`src/rtl/core/uist_pkg.sv`:
```
`timescale 1ns / 1ps

package uist_pkg;

    localparam int KIND_W   = 2;
    localparam int VALUE_W  = 32;
    localparam int POS_W    = 6;
    localparam int STATUS_W = 3;
    localparam int COUNT_W  = 7;

    // table depth, tied to the position and element_count field widths
    localparam int CAPACITY = 64;

    // input tdata: value, position; output tdata: status, read_value, element_count
    localparam int IN_DATA_W  = 40;
    localparam int OUT_DATA_W = 48;
    localparam int OUT_PAD_W  = OUT_DATA_W - STATUS_W - VALUE_W - COUNT_W;

    typedef enum logic [KIND_W-1:0] {
        KIND_INSERT = 2'd0,
        KIND_DELETE = 2'd1,
        KIND_LOOKUP = 2'd2,
        KIND_READ   = 2'd3
    } t_kind;

    typedef enum logic [STATUS_W-1:0] {
        STAT_OK      = 3'd0,
        STAT_DUP     = 3'd1,
        STAT_ABSENT  = 3'd2,
        STAT_FULL    = 3'd3,
        STAT_BAD_IDX = 3'd4
    } t_status;

    typedef enum logic [2:0] {
        ST_IDLE,
        ST_SCAN,
        ST_SHIFT,
        ST_READ,
        ST_READ_WAIT,
        ST_DONE
    } t_state;

endpackage

```
`src/rtl/core/unique_integer_set_table.sv`:
```
`timescale 1ns / 1ps

// channel        dir  tvalid/tready                      payload
// s_axis         in   i_s_axis_tvalid/o_s_axis_tready    tuser: kind; tdata: value, position
// m_axis         out  o_m_axis_tvalid/i_m_axis_tready    tdata: status, read_value, element_count
//
// one transaction in, one transaction out, one item at a time; s_axis is ready only when idle
// insert and lookup scan the table through the single memory read port and one comparator;
// delete scans then moves the later entries down one per cycle on the same port; read by
// index reads the entry through the same port, or reports a bad index past the count
// a finished result waits in the output register until m_axis takes it
// i_rst_n is synchronous, active low; it clears the count and the sequencer, not the memory

module unique_integer_set_table (
    input  logic                               i_clk,
    input  logic                               i_rst_n,
    input  logic                               i_s_axis_tvalid,
    output logic                               o_s_axis_tready,
    // [31:0] value, [37:32] position, [39:38] zero
    input  logic [uist_pkg::IN_DATA_W-1:0]     i_s_axis_tdata,
    // [1:0] kind
    input  logic [uist_pkg::KIND_W-1:0]        i_s_axis_tuser,
    output logic                               o_m_axis_tvalid,
    input  logic                               i_m_axis_tready,
    // [2:0] status, [34:3] read_value, [41:35] element_count, [47:42] zero
    output logic [uist_pkg::OUT_DATA_W-1:0]    o_m_axis_tdata
);

    import uist_pkg::*;

    localparam int AW   = (CAPACITY > 1) ? $clog2(CAPACITY) : 1;
    localparam int CW   = $clog2(CAPACITY + 1);
    localparam int CMPW = (CW > POS_W) ? CW : POS_W;

    t_state                     r_state, n_state;
    t_kind                      r_kind, n_kind;
    logic signed [VALUE_W-1:0]  r_value, n_value;
    logic [POS_W-1:0]           r_pos, n_pos;
    logic [CW-1:0]              r_count, n_count;
    logic [CW-1:0]              r_addr, n_addr;
    logic                       r_pend, n_pend;
    logic [AW-1:0]              r_pend_idx, n_pend_idx;
    t_status                    r_status, n_status;
    logic signed [VALUE_W-1:0]  r_rd_value, n_rd_value;

    logic signed [VALUE_W-1:0]  r_mem [CAPACITY];
    logic signed [VALUE_W-1:0]  r_rdata;
    logic                       w_re;
    logic [AW-1:0]              w_raddr;
    logic                       w_we;
    logic [AW-1:0]              w_waddr;
    logic signed [VALUE_W-1:0]  w_wdata;

    logic                       w_match;
    logic                       w_more;
    logic                       w_in_acc;

    assign w_in_acc = i_s_axis_tvalid && o_s_axis_tready;
    assign w_match  = r_pend && (r_rdata == r_value);
    assign w_more   = r_addr < r_count;

    assign o_s_axis_tready = (r_state == ST_IDLE);
    assign o_m_axis_tvalid = (r_state == ST_DONE);
    assign o_m_axis_tdata  = {{OUT_PAD_W{1'b0}}, COUNT_W'(r_count), r_rd_value, r_status};

    always_ff @(posedge i_clk) begin
        if (w_we) begin
            r_mem[w_waddr] <= w_wdata;
        end
        if (w_re) begin
            r_rdata <= r_mem[w_raddr];
        end
    end

    always_ff @(posedge i_clk) begin
        if (!i_rst_n) begin
            r_state <= ST_IDLE;
            r_count <= '0;
            r_pend  <= 1'b0;
        end else begin
            r_state <= n_state;
            r_count <= n_count;
            r_pend  <= n_pend;
        end
    end

    always_ff @(posedge i_clk) begin
        r_kind     <= n_kind;
        r_value    <= n_value;
        r_pos      <= n_pos;
        r_addr     <= n_addr;
        r_pend_idx <= n_pend_idx;
        r_status   <= n_status;
        r_rd_value <= n_rd_value;
    end

    always_comb begin
        n_state    = r_state;
        n_kind     = r_kind;
        n_value    = r_value;
        n_pos      = r_pos;
        n_count    = r_count;
        n_addr     = r_addr;
        n_pend     = 1'b0;
        n_pend_idx = r_pend_idx;
        n_status   = r_status;
        n_rd_value = r_rd_value;
        w_re       = 1'b0;
        w_raddr    = r_addr[AW-1:0];
        w_we       = 1'b0;
        w_waddr    = r_pend_idx - AW'(1);
        w_wdata    = r_rdata;

        unique case (r_state)
            ST_IDLE: begin
                if (w_in_acc) begin
                    n_kind     = t_kind'(i_s_axis_tuser);
                    n_value    = i_s_axis_tdata[VALUE_W-1:0];
                    n_pos      = i_s_axis_tdata[VALUE_W +: POS_W];
                    n_addr     = '0;
                    n_status   = STAT_OK;
                    n_rd_value = '0;
                    n_state    = (t_kind'(i_s_axis_tuser) == KIND_READ) ? ST_READ : ST_SCAN;
                end
            end

            // one read issued per cycle, its data compared against the value in the cycle after
            ST_SCAN: begin
                if (w_match) begin
                    unique case (r_kind)
                        KIND_INSERT: begin
                            n_status = STAT_DUP;
                            n_state  = ST_DONE;
                        end
                        KIND_DELETE: begin
                            n_addr  = CW'(r_pend_idx) + CW'(1);
                            n_state = ST_SHIFT;
                        end
                        default: begin
                            n_status = STAT_OK;
                            n_state  = ST_DONE;
                        end
                    endcase
                end else if (w_more) begin
                    w_re       = 1'b1;
                    n_pend     = 1'b1;
                    n_pend_idx = r_addr[AW-1:0];
                    n_addr     = r_addr + CW'(1);
                end else if (!r_pend) begin
                    n_state = ST_DONE;
                    if (r_kind == KIND_INSERT) begin
                        if (r_count == CW'(CAPACITY)) begin
                            n_status = STAT_FULL;
                        end else begin
                            w_we     = 1'b1;
                            w_waddr  = r_count[AW-1:0];
                            w_wdata  = r_value;
                            n_count  = r_count + CW'(1);
                            n_status = STAT_OK;
                        end
                    end else begin
                        n_status = STAT_ABSENT;
                    end
                end
            end

            // read entry k while entry k-2 is written with entry k-1, read the cycle before
            ST_SHIFT: begin
                if (r_pend) begin
                    w_we = 1'b1;
                end
                if (w_more) begin
                    w_re       = 1'b1;
                    n_pend     = 1'b1;
                    n_pend_idx = r_addr[AW-1:0];
                    n_addr     = r_addr + CW'(1);
                end else if (!r_pend) begin
                    n_count  = r_count - CW'(1);
                    n_status = STAT_OK;
                    n_state  = ST_DONE;
                end
            end

            ST_READ: begin
                if (CMPW'(r_pos) < CMPW'(r_count)) begin
                    w_re    = 1'b1;
                    w_raddr = AW'(r_pos);
                    n_state = ST_READ_WAIT;
                end else begin
                    n_status = STAT_BAD_IDX;
                    n_state  = ST_DONE;
                end
            end

            ST_READ_WAIT: begin
                n_rd_value = r_rdata;
                n_status   = STAT_OK;
                n_state    = ST_DONE;
            end

            ST_DONE: begin
                if (i_m_axis_tready) begin
                    n_state = ST_IDLE;
                end
            end

            default: begin
                n_state = ST_IDLE;
            end
        endcase
    end

    a_count_bound: assert property (@(posedge i_clk) disable iff (!i_rst_n)
        r_count <= CW'(CAPACITY))
        else $error("element count above capacity");

    a_write_state: assert property (@(posedge i_clk) disable iff (!i_rst_n)
        w_we |-> (r_state == ST_SCAN || r_state == ST_SHIFT))
        else $error("table written outside scan or shift");

    a_one_item: assert property (@(posedge i_clk) disable iff (!i_rst_n)
        !(o_s_axis_tready && o_m_axis_tvalid))
        else $error("input taken while a result is pending");

    a_count_change: assert property (@(posedge i_clk) disable iff (!i_rst_n)
        ($past(i_rst_n) && (r_count != $past(r_count)))
            |-> ($past(r_state) == ST_SCAN || $past(r_state) == ST_SHIFT))
        else $error("count changed outside insert or delete");

    a_shift_write_addr: assert property (@(posedge i_clk) disable iff (!i_rst_n)
        (r_state == ST_SHIFT && r_pend) |-> (r_pend_idx != '0))
        else $error("shift writes below entry zero");

endmodule
```
`config.mk`:
```
export PLATFORM = sky130hd
export DESIGN_NAME = unique_integer_set_table
export DESIGN_NICKNAME = d
export VERILOG_FILES = /design/src/rtl/core/uist_pkg.sv /design/src/rtl/core/unique_integer_set_table.sv
export SDC_FILE = /design/constraint.sdc
export NUM_CORES = 2
export LEC_CHECK = 0
export BUFFER_PORTS_ARGS = -buffer_cell sky130_fd_sc_hd__buf_2
export CAP_MARGIN = 40
export CORE_ASPECT_RATIO = 1.5
export CORE_MARGIN = 5
export CORE_UTILIZATION = 23
export CTS_BUF_LIST = sky130_fd_sc_hd__clkbuf_8
export CTS_CLUSTER_DIAMETER = 50
export CTS_CLUSTER_SIZE = 16
export DETAILED_ROUTE_END_ITERATION = 6
export GPL_TIMING_DRIVEN = 0
export SLEW_MARGIN = 20
export SYNTH_ARGS = -nofsm -noshare
export SYNTH_HDL_FRONTEND = slang
export SYNTH_SLANG_ARGS = --single-unit
```
`constraint.sdc`:
```
create_clock -name i_clk -period 4.7 [get_ports i_clk]
set_clock_uncertainty 0.15 [all_clocks]
set_input_delay 0.94 -clock i_clk [delete_from_list [all_inputs] [get_ports i_clk]]
set_output_delay 0.94 -clock i_clk [all_outputs]
set_load 0.02 [all_outputs]
```
### Word level (Yosys, flattened, before mapping)

Memories as Yosys holds them, arrays and structs flattened. A register that Yosys moved wholly into a read port is not among the register bits.
Cells that the tools add are included.

| operators by class | value |
|---|---|
| order comparisons | 2 |
| equality and inequality tests | 23 |
| muxes and demuxes | 66 |
| reductions and logical operators | 15 |
| add/sub/neg operators | 5 |

Operators by type and width:

| kind | number |
|---|---|
| $mux 32 | 7 |
| $mux 7 | 11 |
| $pmux 32 s2 | 1 |
| $mux 6 | 10 |
| $mux 3 | 14 |
| $eq 32x32->1 | 1 |
| $pmux 7 s3 | 1 |
| $pmux 3 s6 | 1 |
| $ne 2x2->1 const B | 8 |
| $reduce_and 8->1 | 2 |
| $pmux 3 s5 | 1 |
| $add 7x1->7 const B | 2 |
| $pmux 7 s2 | 1 |
| $mux 1 | 12 |
| $pmux 6 s2 | 1 |
| $ne 3x3->1 const B | 3 |
| $reduce_and 2->1 | 4 |
| $add 6x1->7 const B | 1 |
| $eq 7x7->1 const B | 1 |
| $lt 6x7->1 | 1 |
| $lt 7x7->1 | 1 |
| $sub 7x1->7 const B | 1 |
| $eq 3x2->1 const B | 2 |
| $eq 3x3->1 const B | 2 |
| 17 further kinds | 22 |

| word-level totals | value |
|---|---|
| output and inout bits | 50 |
| logic and storage cells | 122 |
| memories kept | 1 |
| memory bits (writable) | 2048 |
| bits in registers | 99 |

Memory list:

| name | words | width | read ports | clocked after memory_dff | wr ports | RTL line | RTL |
|---|---|---|---|---|---|---|---|
| r_mem | 64 | 32 | 1 | 1 | 1 | unique_integer_set_table.sv:46 | `logic signed [VALUE_W-1:0] r_mem [CAPACITY];` |

### Depth between registers and ports, before layout

| logic depth | value |
|---|---|
| depth after elaboration | 9 |
| depth in mapped cells | 17 |
| depth with buffers taken out | 12 |

### Least setup slack after synthesis

OpenSTA, ideal clock, no wires.

| timing path | value |
|---|---|
| kind | register to register |
| start | reg r_count[1] |
| end | reg r_status[0], enable pin |
| data arrival time | 4.837 ns |
| clock period less this slack | 5.402 ns |
| path slack | -0.702 ns |
| cell stages (with the launch flop) | 11 |
| data required time | 4.135 ns |
| path buffers | 1 |
| path through | dfxtp_1 -> inv_1 -> ha_1 -> a21o_1 -> a21o_1 -> a21o_1 -> a211o_1 -> a21o_1 -> clkbuf_1 -> o21ai_0 -> nor3_1 |

| between the ends | value |
|---|---|
| word-level cells in the longest chain between the ends | 3 |

RTL lines:

| what | RTL line | RTL |
|---|---|---|
| start: declaration | unique_integer_set_table.sv:39 | `logic [CW-1:0] r_count, n_count;` |
| start signal: assignment | unique_integer_set_table.sv:82 | `r_count <= n_count;` |
| $lt 7x7->1 or $lt 6x7->1 (tied branches) | unique_integer_set_table.sv:60, unique_integer_set_table.sv:185 |  |
| $ne 3x3->1 (no source line) or $ne 2x2->1 (tied branches) | - |  |
| $reduce_and 8->1 (no source line) * | - |  |
| end signal: assignment | unique_integer_set_table.sv:93 | `r_status <= n_status;` |
| end: declaration | unique_integer_set_table.sv:43 | `t_status r_status, n_status;` |

Every way passes the cells marked *; elsewhere a longest branch is shown, timed or not.
A chain may end at the register's enable or synchronous reset.

### Worst setup path in the final report

| timing path | value |
|---|---|
| start | reg r_count[5] |
| end | reg r_rdata[21], read port of r_mem, data pin |

| between the ends | value |
|---|---|
| word-level cells in the longest chain between the ends | 4 |

RTL lines:

| what | RTL line | RTL |
|---|---|---|
| $lt 7x7->1 | unique_integer_set_table.sv:60 | `assign w_more = r_addr < r_count;` |
| $mux 1 | unique_integer_set_table.sv:144, unique_integer_set_table.sv:172 |  |
| $mux 1 | unique_integer_set_table.sv:129 | `if (w_match) begin` |
| $pmux 1 s3 | unique_integer_set_table.sv:114 | `unique case (r_state)` |
| end: declaration | unique_integer_set_table.sv:47 | `logic signed [VALUE_W-1:0] r_rdata;` |

Several ways; a longest one is shown, not always the timed one.

==> flow_summary.yaml <==
placement:
  dp_hpwl_mm: 264.3
  place_inst: 10580
  port_buffers: 87
  gp_congestion: 1.008
  place_area_um2: 100300
finish:
  regArea_um2: 65340
  multi_input_area_um2: 23000
  finalNonFillerCells: 10970
  final_nets: 5961
  final_cell_area_um2: 107000
  syn_to_final_growth_pct: 22.14
  final_core_util_pct: 28.20
  nFillCells: 37510
  drive_above_1_share_pct: 25.72
routing:
  wire_per_inst_um: 33.38
  drt_pass1_iterations: 7
  drcViolationCount: 1
  ant_nets: 0
  drt_iter0_markers: 8542
  via_per_inst: 5.224
  drt_wl_total_mm: 366.2
  via_count: 57320
setup_path:
  critical_path_cell_count: 18
  crit_path_start_kind: "register"
  reg2reg_depth: 18
  critPathKind: "register to register"
  cp_top_family: "buffers and inverters"
  slowest_delay_ns: 0.77
  cp_num_buf_inv: 8
  slowest_stage: "o211ai_1"
  worstPathRequired_ns: 5.35
  crit_chain: "inv_2 -> ha_1 -> and4b_1 -> o21ai_4 -> o32a_1 -> buf_4 -> nand3_2 -> buf_6 -> nand2_8 -> buf_12 -> buf_16 -> buf_12 -> mux2i_2 -> o221ai_1 -> o211ai_1 -> buf_6 -> a221oi_2 -> buf_4"
  reg2reg_from: "r_count[5]"
  cp_max_fo: 10
  arrival_ns: 5.56
  crit_start: "r_count[5]"
  worstSetupEndpointType: "register"
sta:
  rsz0062_at_grt: "true"
  post-route-period-util_pct: 104.4
  finalSetupViolCount: 19
  slew_violations: 0
  slew_headroom_pct: 34.62
  worst_slack_ns: -0.2088
  hold_ws_ns: 0.1232
  min_period_ns: 4.909
  hold_viol: 0
  worst-slew-pin-transition_ns: 0.9777
  fmax_mhz: 203.7
cts:
  ctsLongestPathBuffers: 4
  htree_levels: 4
  clock-sinks: 2179
  insertion_delay_ns: 1.07
  clk_pin_slew_ns: 0.10
  cts_buffers: 174
  cts_tree: "yes"
  clock-root-buffer: "clkbuf_8"
synth:
  synthCells: 5171
  ys.flop_type: "edfxtp_1"
  syn_avg_cell_area_um2: 16.94
  yosys_warnings: 0
  synthTopCellsByArea: "edfxtp_1 74%, mux4_2 5.6%, mux2i_1 2.3%, a21oi_1 1.6%, nand2_1 1.4%"
  synth_cell_type_count: 86
  syn_area_um2: 87610
  yosys.cell_count.top_type: "edfxtp_1"
  ys_seq_elements: 2179
  synth_commonest_cells: "2168 x edfxtp_1, 324 x nand2_1, 273 x a21oi_1"
  yosys.area.top_type_share_pct: 74.31
  synth_edf_count: 2168
  synth_top_cell_by_area: "edfxtp_1"
  synth_async_sr_flop_share_pct: 0
  yosysSeqAreaShare_pct: 74.56
power_and_ir_drop:
  p_int_uw: 37130
  clockPowerShare_pct: 15.5
  seq_power_share_pct: 38.5
  power_leakage_uw: 0.03330
  switchingPower_uw: 27420
  ir_worst_vdd_mv: 0.3700
  comb_power_share_pct: 46.0
  p_per_area_nw_per_um2: 603.2
  swShare_pct: 42.49
global_routing:
  grt_max_degree: 65
  grt_antenna_before_repair: 17
  grt_first_pass_wirelength_mm: 487.9
  grt_pass1_vias: 56150
  grtUsageTotal_pct: 17.93
  grt-ovfl-total: 0
min_path:
  hold_class: "input port to register"
  hold_depth: 4
  holdCritStartpoint: "i_m_axis_tready"
die:
  std_cell_rows: 277
  initial_core_util_pct: 23.09
  io_pins: 96
  core_area_um2: 379500
  die_y_um: 765.9
  die_area_um2: 393600
  die_w_um: 513.9
outcome:
  status: "finished, violations left"
  violations: "design-rule violations, negative setup slack"
run:
  drv_cap: 0
logic make-up (layout without fill, tap and decap cells):
logic type / Yosys count / in the layout / synth area share, %
flops: 2179 / 2179 / 74.56
compound gates: 1177 / 1178 / 9.207
simple gates: 861 / 861 / 4.660
mux: 486 / 486 / 8.766
buf+inv: 394 / 1154 / 1.982
xor+xnor: 53 / 53 / 0.5298
fa+ha+maj: 20 / 20 / 0.2942
other cells: 1 / 19 / 0.004280
power by group through the flow:
stage | registers (uW) | logic (uW) | clock network (uW)
4_1_cts | 24800 | 27400 | 10100
3_3_place_gp | 25500 | 23000 | 0
2_1_floorplan | 25300 | 11200 | 0
3_5_place_dp | 25300 | 25300 | 0
6_report | 24900 | 29700 | 10000
5_1_grt | 24900 | 29700 | 10700
placed cells by master, fill, tap and decap left out, drive strengths merged, types with 14 or more instances in the layout:
| cell | n |
|---|---|
| a311oi | 67 |
| nand3 | 204 |
| a22oi | 42 |
| o221ai | 26 |
| a2111oi | 85 |
| xor2 | 40 |
| and3 | 61 |
| a31o | 14 |
| mux2i | 198 |
| nor3 | 19 |
| buf | 617 |
| mux4 | 218 |
| edfxtp | 2168 |
| a21o | 28 |
| a21oi | 274 |
| o21ai | 217 |
| o22ai | 82 |
| nor2 | 113 |
| ha | 19 |
| mux2 | 70 |
| clkinv | 24 |
| clkbuf | 421 |
| inv | 31 |
| and2 | 45 |
| nand2 | 325 |
| nand2b | 22 |
| nor4 | 36 |
| nand4 | 15 |
| a22o | 31 |
| o22a | 19 |
| a211oi | 137 |
| a211o | 20 |
| a31oi | 14 |
| o2111ai | 15 |
| dlygate4sd3 | 41 |
tightest hold or removal path: cells and delay by family:
family	cells	cell delay, ns
compound gates	2	0.14
buf+inv	1	0.08
simple gates	1	0.11
per-layer routing:
| metal | share of wire [%] | wire, um | track usage, % | vias to the layer above |
|---|---|---|---|---|
| met4 | 13 | 46610 | 18.05 | 6 |
| li1 | - | - | - | 22360 |
| met1 | 31 | 112400 | 18.27 | 29330 |
| met5 | 0.0087 | 32 | 0 | - |
| met3 | 9.5 | 34890 | 4.455 | 1402 |
| met2 | 47 | 172300 | 29.40 | 4225 |
per-stage QoR:
stage,TNS (ns),worst slack (ns),total power [uW]
4_1_cts,-0.3012,-0.1138,62340
2_1_floorplan,0,0.08467,36490
5_1_grt,-0.3700,-0.1290,65380
3_5_place_dp,-503.02,-2.368,50610
3_3_place_gp,-7601.20,-4.831,48500
6_report,-1.190,-0.2088,64550
cell type report:
type,count,area share [%]
clock buffer,175,2.251
antenna,13,0.03040
sequential,2179,61.06
clock inverter,43,0.3321
buffer,362,2.243
multi-input combinational,2604,21.49
inverter,23,0.09120
tap,5022,5.872
timing repair buffer,551,6.624
path summary, 6_finish.rpt:
path / to / slack, ns
worst max register to register: r_rdata[21] / -0.21
worst max-delay path: r_rdata[21] / -0.21
worst min-delay path: r_state[2] / 0.12
worst min register to register: r_pend_idx[3] / 0.42
flip-flops by register name (all words and copies together), names as in the netlist:
signal / count
r_pend: 1
r_status: 3
r_count: 7
r_kind: 2
r_rdata: 32
r_addr: 7
r_rd_value: 32
r_pend_idx: 6
r_pos: 6
r_value: 32
r_mem: 2048
r_state: 3
timing repair:
| item | CTS | global route |
|---|---|---|
| resized for setup | 416 | 174 |
| buffers inserted | 56 | 56 |
| pin swaps | 40 | 32 |
| hold buffers | 41 | 0 |
| cloned | 3 | 2 |
| endpoints found under the hold margin | 41 | 0 |
| endpoints found under the setup margin | 2057 | 535 |
No activity file was read; power rests on OpenSTA's default activity.
